--- config.mk ---
export PLATFORM = sky130hd
export DESIGN_NAME = tcp_synack_reply_builder
export DESIGN_NICKNAME = d
export VERILOG_FILES = /design/src/sv/tsrb_pkg.sv /design/src/sv/tcp_synack_reply_builder.sv /design/src/sv/tsrb_check.sv /design/src/sv/tsrb_csum.sv
export SDC_FILE = /design/constraint.sdc
export NUM_CORES = 1
export LEC_CHECK = 0
export CAP_MARGIN = 20
export CORE_AREA = 2 2 186 233
export DETAILED_ROUTE_END_ITERATION = 8
export DIE_AREA = 0 0 188 235
export DONT_BUFFER_PORTS = 1
export HOLD_SLACK_MARGIN = 0.08
export PLACE_DENSITY = 0.8
export SYNTH_ARGS = -nofsm -noshare
export SYNTH_HDL_FRONTEND = slang
export SYNTH_SLANG_ARGS = --single-unit
--- constraint.sdc ---
create_clock -name aclk -period 25.9 [get_ports aclk]
set_input_delay 2.59 -clock aclk [delete_from_list [all_inputs] [get_ports aclk]]
set_output_delay 2.59 -clock aclk [all_outputs]
set_load 0.01 [all_outputs]
--- src/sv/tsrb_pkg.sv ---
// shared types and constants for the tcp syn-ack reply builder
// no dependencies; imported by every module of the block
package tsrb_pkg;

    // status codes, first failed check wins
    localparam logic [2:0] STATUS_OK        = 3'd0;
    localparam logic [2:0] STATUS_NOT_IPV4  = 3'd1;
    localparam logic [2:0] STATUS_NOT_TCP   = 3'd2;
    localparam logic [2:0] STATUS_IP_OPTS   = 3'd3;
    localparam logic [2:0] STATUS_SHORT_TCP = 3'd4;

    // configuration register indexes
    localparam logic [1:0] CFG_DEFAULT_MSS  = 2'd0;
    localparam logic [1:0] CFG_REPLY_TTL    = 2'd1;
    localparam logic [1:0] CFG_REPLY_WINDOW = 2'd2;

    // configuration reset values
    localparam logic [15:0] DEFAULT_MSS_RST  = 16'd1460;
    localparam logic [7:0]  REPLY_TTL_RST    = 8'd64;
    localparam logic [15:0] REPLY_WINDOW_RST = 16'd65535;

    // frame constants
    localparam logic [15:0] ETHERTYPE_IPV4 = 16'h0800;
    localparam logic [7:0]  PROTO_TCP      = 8'd6;
    localparam logic [3:0]  IP_IHL_NOOPT   = 4'd5;
    localparam logic [3:0]  TCP_DOFF_MIN   = 4'd5;
    localparam logic [3:0]  TCP_DOFF_REPLY = 4'd6;
    localparam logic [15:0] IP_TOTAL_LEN   = 16'd44;
    localparam logic [15:0] TCP_LEN        = 16'd24;
    localparam logic [7:0]  TCP_FLAGS_SA   = 8'h12;
    localparam logic [15:0] MSS_OPT_HDR    = 16'h0204;

    // reply header fields handed to the checksum unit
    typedef struct packed {
        logic [31:0] src_ip;
        logic [31:0] dst_ip;
        logic [15:0] src_port;
        logic [15:0] dst_port;
        logic [31:0] seq;
        logic [31:0] ack;
        logic [15:0] mss;
        logic [7:0]  byte12;
    } reply_hdr_t;

    // settings that shape the reply headers
    typedef struct packed {
        logic [15:0] default_mss;
        logic [7:0]  ttl;
        logic [15:0] window;
    } reply_cfg_t;

endpackage

--- src/sv/tcp_synack_reply_builder.sv ---
// top level of the tcp syn-ack reply builder: input register, check, checksums, result register
// depends on tsrb_pkg, tsrb_check and tsrb_csum
//
// Builds the syn-ack answer to one ipv4 tcp syn per transaction. Each input
// transaction carries the syn header fields plus the cookie and mss from an
// external cookie generator; each gives exactly one result transaction. The
// result carries a status (0 ok, 1 not ipv4, 2 not tcp, 3 ip options,
// 4 short tcp header); on a failed check every reply field is zero. A passing
// syn gives swapped addresses and ports, seq = cookie, ack = client seq + 1,
// the mss (default_mss when the cookie mss is zero), and the ip and tcp
// checksums of the 20 byte ip header and 24 byte tcp header of the reply.
// A syn passes one input register, then the checks, adder trees and fold before
// the result register. Throughput is one transaction per cycle while the result
// side keeps taking data; both registers advance whenever the result side takes
// data or the result register is empty, so a waiting result does not stop the
// next syn being captured into an empty input register. Configuration writes
// (index 0 default_mss, 1 reply_ttl, 2 reply_window, others ignored) take
// effect at once and are meant for idle periods only.
module tcp_synack_reply_builder
    import tsrb_pkg::*;
(
    input  logic        aclk,
    input  logic        aresetn,

    // configuration write port
    input  logic        cfg_wr_en,
    input  logic [1:0]  cfg_index,
    input  logic [15:0] cfg_wdata,

    // syn transactions in
    input  logic        s_valid,
    output logic        s_ready,
    input  logic [15:0] s_ether_type,
    input  logic [15:0] s_ip_word0,
    input  logic [7:0]  s_ip_protocol,
    input  logic [15:0] s_ip_frag_word,
    input  logic [31:0] s_src_ip,
    input  logic [31:0] s_dst_ip,
    input  logic [15:0] s_src_port,
    input  logic [15:0] s_dst_port,
    input  logic [7:0]  s_tcp_byte12,
    input  logic [31:0] s_peer_seq,
    input  logic [31:0] s_cookie_isn,
    input  logic [15:0] s_cookie_mss,

    // reply transactions out
    output logic        m_valid,
    input  logic        m_ready,
    output logic [2:0]  m_status,
    output logic [31:0] m_reply_src_ip,
    output logic [31:0] m_reply_dst_ip,
    output logic [15:0] m_reply_src_port,
    output logic [15:0] m_reply_dst_port,
    output logic [31:0] m_reply_seq,
    output logic [31:0] m_reply_ack,
    output logic [15:0] m_reply_mss,
    output logic [7:0]  m_reply_tcp_byte12,
    output logic [15:0] m_ip_checksum,
    output logic [15:0] m_tcp_checksum
);

    // configuration registers
    reply_cfg_t cfg_reg;

    always_ff @(posedge aclk) begin
        if (!aresetn) begin
            cfg_reg.default_mss <= DEFAULT_MSS_RST;
            cfg_reg.ttl         <= REPLY_TTL_RST;
            cfg_reg.window      <= REPLY_WINDOW_RST;
        end else if (cfg_wr_en) begin
            case (cfg_index)
                CFG_DEFAULT_MSS:  cfg_reg.default_mss <= cfg_wdata;
                CFG_REPLY_TTL:    cfg_reg.ttl         <= cfg_wdata[7:0];
                CFG_REPLY_WINDOW: cfg_reg.window      <= cfg_wdata;
                default: ;
            endcase
        end
    end

    // pipeline flow: result stage frees when empty or drained
    logic in_vld_reg;
    logic out_vld_reg;
    logic out_free;
    logic in_adv;

    assign out_free = !out_vld_reg || m_ready;
    assign in_adv   = in_vld_reg && out_free;
    assign s_ready  = !in_vld_reg || out_free;

    always_ff @(posedge aclk) begin
        if (!aresetn) begin
            in_vld_reg  <= 1'b0;
            out_vld_reg <= 1'b0;
        end else begin
            if (s_ready) begin
                in_vld_reg <= s_valid;
            end
            if (out_free) begin
                out_vld_reg <= in_vld_reg;
            end
        end
    end

    // input register, payload only
    logic [15:0] ether_type_reg;
    logic [15:0] ip_word0_reg;
    logic [7:0]  ip_protocol_reg;
    logic [15:0] ip_frag_word_reg;
    logic [31:0] src_ip_reg;
    logic [31:0] dst_ip_reg;
    logic [15:0] src_port_reg;
    logic [15:0] dst_port_reg;
    logic [7:0]  tcp_byte12_reg;
    logic [31:0] peer_seq_reg;
    logic [31:0] cookie_isn_reg;
    logic [15:0] cookie_mss_reg;

    always_ff @(posedge aclk) begin
        if (s_valid && s_ready) begin
            ether_type_reg   <= s_ether_type;
            ip_word0_reg     <= s_ip_word0;
            ip_protocol_reg  <= s_ip_protocol;
            ip_frag_word_reg <= s_ip_frag_word;
            src_ip_reg       <= s_src_ip;
            dst_ip_reg       <= s_dst_ip;
            src_port_reg     <= s_src_port;
            dst_port_reg     <= s_dst_port;
            tcp_byte12_reg   <= s_tcp_byte12;
            peer_seq_reg     <= s_peer_seq;
            cookie_isn_reg   <= s_cookie_isn;
            cookie_mss_reg   <= s_cookie_mss;
        end
    end

    // frame checks
    logic [2:0] status;

    tsrb_check u_check (
        .ether_type  (ether_type_reg),
        .ip_word0    (ip_word0_reg),
        .ip_protocol (ip_protocol_reg),
        .tcp_byte12  (tcp_byte12_reg),
        .status      (status)
    );

    // reply header: swap addresses and ports, ack one past the client seq
    reply_hdr_t hdr;

    always_comb begin
        hdr.src_ip   = dst_ip_reg;
        hdr.dst_ip   = src_ip_reg;
        hdr.src_port = dst_port_reg;
        hdr.dst_port = src_port_reg;
        hdr.seq      = cookie_isn_reg;
        hdr.ack      = peer_seq_reg + 32'd1;
        hdr.mss      = (cookie_mss_reg == 16'd0) ? cfg_reg.default_mss : cookie_mss_reg;
        hdr.byte12   = {TCP_DOFF_REPLY, tcp_byte12_reg[3:0]};
    end

    logic [15:0] ip_csum;
    logic [15:0] tcp_csum;

    tsrb_csum u_csum (
        .hdr          (hdr),
        .cfg          (cfg_reg),
        .ip_word0     (ip_word0_reg),
        .ip_frag_word (ip_frag_word_reg),
        .ip_checksum  (ip_csum),
        .tcp_checksum (tcp_csum)
    );

    // result register; a failed check zeroes every reply field
    logic        pass;
    logic [2:0]  status_reg;
    reply_hdr_t  hdr_reg;
    logic [15:0] ip_csum_reg;
    logic [15:0] tcp_csum_reg;

    assign pass = (status == STATUS_OK);

    always_ff @(posedge aclk) begin
        if (in_adv) begin
            status_reg   <= status;
            hdr_reg      <= pass ? hdr : '0;
            ip_csum_reg  <= pass ? ip_csum : 16'd0;
            tcp_csum_reg <= pass ? tcp_csum : 16'd0;
        end
    end

    assign m_valid            = out_vld_reg;
    assign m_status           = status_reg;
    assign m_reply_src_ip     = hdr_reg.src_ip;
    assign m_reply_dst_ip     = hdr_reg.dst_ip;
    assign m_reply_src_port   = hdr_reg.src_port;
    assign m_reply_dst_port   = hdr_reg.dst_port;
    assign m_reply_seq        = hdr_reg.seq;
    assign m_reply_ack        = hdr_reg.ack;
    assign m_reply_mss        = hdr_reg.mss;
    assign m_reply_tcp_byte12 = hdr_reg.byte12;
    assign m_ip_checksum      = ip_csum_reg;
    assign m_tcp_checksum     = tcp_csum_reg;

endmodule

--- src/sv/tsrb_check.sv ---
// frame checks on a captured syn: ethertype, protocol, ip options, tcp header length
// depends on tsrb_pkg
module tsrb_check
    import tsrb_pkg::*;
(
    input  logic [15:0] ether_type,
    input  logic [15:0] ip_word0,
    input  logic [7:0]  ip_protocol,
    input  logic [7:0]  tcp_byte12,
    output logic [2:0]  status
);

    always_comb begin
        if (ether_type != ETHERTYPE_IPV4) begin
            status = STATUS_NOT_IPV4;
        end else if (ip_protocol != PROTO_TCP) begin
            status = STATUS_NOT_TCP;
        end else if (ip_word0[11:8] != IP_IHL_NOOPT) begin
            status = STATUS_IP_OPTS;
        end else if (tcp_byte12[7:4] < TCP_DOFF_MIN) begin
            status = STATUS_SHORT_TCP;
        end else begin
            status = STATUS_OK;
        end
    end

endmodule

--- src/sv/tsrb_csum.sv ---
// ones complement ip header and tcp checksums of the syn-ack reply
// depends on tsrb_pkg
module tsrb_csum
    import tsrb_pkg::*;
(
    input  reply_hdr_t  hdr,
    input  reply_cfg_t  cfg,
    input  logic [15:0] ip_word0,
    input  logic [15:0] ip_frag_word,
    output logic [15:0] ip_checksum,
    output logic [15:0] tcp_checksum
);

    // at most 16 words summed, so 20 bits never overflow
    function automatic logic [15:0] fold_not(input logic [19:0] acc);
        logic [16:0] f1;
        logic [15:0] f2;
        f1 = {1'b0, acc[15:0]} + {13'd0, acc[19:16]};
        f2 = f1[15:0] + {15'd0, f1[16]};
        return ~f2;
    endfunction

    logic [19:0] ip_sum;
    logic [19:0] tcp_sum;

    always_comb begin
        ip_sum = {4'd0, ip_word0} + {4'd0, IP_TOTAL_LEN} + {4'd0, ip_frag_word}
               + {4'd0, cfg.ttl, PROTO_TCP}
               + {4'd0, hdr.src_ip[31:16]} + {4'd0, hdr.src_ip[15:0]}
               + {4'd0, hdr.dst_ip[31:16]} + {4'd0, hdr.dst_ip[15:0]};

        tcp_sum = {4'd0, hdr.src_ip[31:16]} + {4'd0, hdr.src_ip[15:0]}
                + {4'd0, hdr.dst_ip[31:16]} + {4'd0, hdr.dst_ip[15:0]}
                + {12'd0, PROTO_TCP} + {4'd0, TCP_LEN}
                + {4'd0, hdr.src_port} + {4'd0, hdr.dst_port}
                + {4'd0, hdr.seq[31:16]} + {4'd0, hdr.seq[15:0]}
                + {4'd0, hdr.ack[31:16]} + {4'd0, hdr.ack[15:0]}
                + {4'd0, hdr.byte12, TCP_FLAGS_SA} + {4'd0, cfg.window}
                + {4'd0, MSS_OPT_HDR} + {4'd0, hdr.mss};
    end

    assign ip_checksum  = fold_not(ip_sum);
    assign tcp_checksum = fold_not(tcp_sum);

endmodule

==> flow_metrics.py <==
metrics = {
    "timing": {
        "finalMaxSlewViolations": 0,
        "fmax_mhz": 92.71,
        "hold_viol": 0,
        "finClkSkew_ns": 0.02360,
        "rsz0062_at_grt": "false",
        "slew_headroom_pct": 24.30,
        "min_period_ns": 10.79,
        "setup_viol": 0,
        "fin_setup_tns_ns": 0,
        "worst_pin_slew_ns": 1.120,
        "post-route-period-util_pct": 41.65,
    },
    "worst_setup_path": {
        "crit_required_ns": 26.22,
        "crit_fanout": 8,
        "r2r-start": "dst_ip_reg[2]",
        "endpoint_kind": "register",
        "crit_arrival_ns": 11.10,
        "cp-endpoint": "m_tcp_checksum[12]",
        "cp_slowest_stage_delay_ns": 0.57,
        "criticalPathCategory": "reg -> reg",
        "startpoint_type": "register",
        "cp_slowest_cell": "fa_1",
        "r2r-end": "m_tcp_checksum[12]",
        "r2r_slack_ns": 15.11,
        "critPathMostFrequentCell": "fa_1",
        "cp-startpoint": "dst_ip_reg[2]",
        "ff2ff_path_depth": 39,
    },
    "synthesis": {
        "synth_edf_count": 456,
        "synth_warnings": 0,
        "synth_area_per_cell_um2": 13.30,
        "yosysUniqueCellTypes": 82,
        "synth.cell_area_um2": 26980,
        "async_flop_share_pct": 0,
        "synth-seq-cells": 498,
        "synth_cells": 2029,
        "synth-seq-area-share_pct": 53.87,
        "ys.flop_type": "edfxtp_1",
    },
    "final_layout": {
        "final_cell_mix": "456 x edfxtp_1, 276 x inv_1, 214 x fa_1, 167 x and2_1, 103 x ha_1",
        "largest_reg_flops": 40,
        "nFillCells": 2794,
        "final_common_cell": "edfxtp_1",
        "area.growth.synth_to_final_pct": 8.241,
        "regArea_um2": 14530,
        "drive_gt1_share_pct": 5.874,
        "final_nets": 2619,
        "multiInputGateArea_um2": 11220,
    },
    "global_routing": {
        "grt_overflow": 0,
        "antenna_found_initial": 11,
        "grt_pass1_vias": 16460,
        "grt_usage_pct": 31.07,
        "grt_pass1_wl_um": 100900,
        "grt_max_degree": 101,
    },
    "outcome": {
        "outcome": "complete, no violations",
    },
    "clocking": {
        "cts_buffers": 47,
        "cts-hold-fix-buffers": 0,
        "cts_tree": "yes",
        "clkTransAtPathRegs_ns": 0.06,
        "cts.sinks": 498,
        "cts_setup_buffers": 0,
        "htree_levels": 2,
        "clk-insertion-delay-late_ns": 0.60,
        "clockBufferDepth": 3,
        "root_buffer": "clkbuf_16",
        "cts_resized": 0,
    },
    "detailed_routing": {
        "vias": 15730,
        "drtIter0Drc": 1231,
        "routedWlPerCell_um": 25.62,
        "first_pass_iters": 5,
        "ant_nets": 0,
        "wl_um": 67740,
        "drc": 0,
        "via_per_inst": 5.949,
    },
    "floorplanning": {
        "initial_core_util_pct": 64.34,
        "row_count": 84,
        "die_y_um": 235,
        "fp.dieArea_um2": 44180,
        "core_area_um2": 41940,
        "die_width_um": 188,
        "boundaryPins": 484,
    },
    "worst_hold_path": {
        "hp-start": "cfg_reg[36]",
        "min_path_type": "reg -> reg",
    },
    "job": {
        "cap_violations": 0,
    },
    "placed_design": {
        "place_congestion": 0.9129,
        "port_buffers": 0,
        "dp_hpwl_um": 53190,
    },
}
==> through the flow <==
step,setup WS [ns],cell area (um^2),cells,hold slack [ns],util (%)
global placement,15.43,27550,2549,0.4496,65.71
global route,14.43,29200,2643,0.4878,69.63
finish,15.11,29200,2644,0.4723,69.64
detailed placement,15.20,27550,2549,0.4633,65.71
CTS,15.17,29180,2636,0.4722,69.59
floorplan,12.88,26980,2030,0.4415,-
==> worst min-delay path by stage <==
stage / endpoint / slack, ns / depth (start not counted)
after CTS: cfg_reg[36] / 0.47 / 2
after global placement: cfg_reg[33] / 0.45 / 2
after global routing: cfg_reg[36] / 0.49 / 2
final: cfg_reg[36] / 0.47 / 2
after detailed placement: cfg_reg[36] / 0.46 / 2
after floorplan: cfg_reg[26] / 0.44 / 2
==> per-layer routing <==
layer / track usage [%] / share of wire, %
met1: 37.72 / 37
met2: 53.84 / 51
met3: 6.990 / 7.8
met4: 12.67 / 4.3
met5: 0 / 0.052
==> cell usage after synthesis, types with 5 or more instances <==
master      n  area, um^2
a211oi_1    8       60.06
a21boi_0   10       75.07
a21o_1     33       247.7
a21oi_1    50       250.2
and2_1    168        1051
and3_1     22       137.6
and4_1      8       70.07
buf_4       5       37.54
clkbuf_1   39       146.4
dfxtp_1    42       840.8
edfxtp_1  456       13690
fa_1      214        4284
ha_1      103        1289
inv_1     276        1036
mux2i_1    10       100.1
nand2_1    96       360.4
nand2b_1    9       56.30
nand3_1    55       275.3
nand4_1    16       100.1
nor2_1     87       326.6
nor2b_1    19       118.9
nor3_1     23       115.1
nor4_1     12       75.07
o211ai_1   13       97.59
o21a_1     13       97.59
o21ai_0    21       105.1
o21ai_1     5       25.02
o21bai_1    6       45.04
or2_2      12       75.07
or3_1       6       37.54
xnor2_1    76       665.6
xor2_1     37       324.1
==> worst max-delay path: cells and delay by family, from the launching register on <==
family	cells	cell delay, ns
flip-flops	1	0.48
AND/OR/NAND/NOR	9	1.62
AO/OA/AOI/OAI	13	3.15
adder cells (fa/ha/maj)	11	4.59
buffers and inverters	3	0.20
XOR/XNOR	3	0.46
==> logic make-up (layout without fill, tap and decap cells) <==
| logic type | Yosys count | in the layout | share of synthesized area, % |
|---|---|---|---|
| AND/OR/NAND/NOR | 559 | 559 | 11.28 |
| flip-flops | 498 | 498 | 53.87 |
| buffers and inverters | 325 | 372 | 4.628 |
| adder cells (fa/ha/maj) | 317 | 317 | 20.66 |
| AO/OA/AOI/OAI | 205 | 205 | 5.454 |
| XOR/XNOR | 114 | 114 | 3.729 |
| multiplexers | 10 | 10 | 0.3710 |
| other | 1 | 10 | 0.01390 |
==> final cells by class <==
class                   count  area share, %
inverters                 277          3.569
flip-flops and latches    498          49.77
well taps                 559          2.395
clock inverters            29          1.127
clock buffers              58          4.452
multi-input cells        1207          38.41
diodes                      8        0.06855
repair buffers              8         0.2057
Power is not shown: default switching activity piles up to over one toggle a cycle in this logic, so the estimate is an artifact.
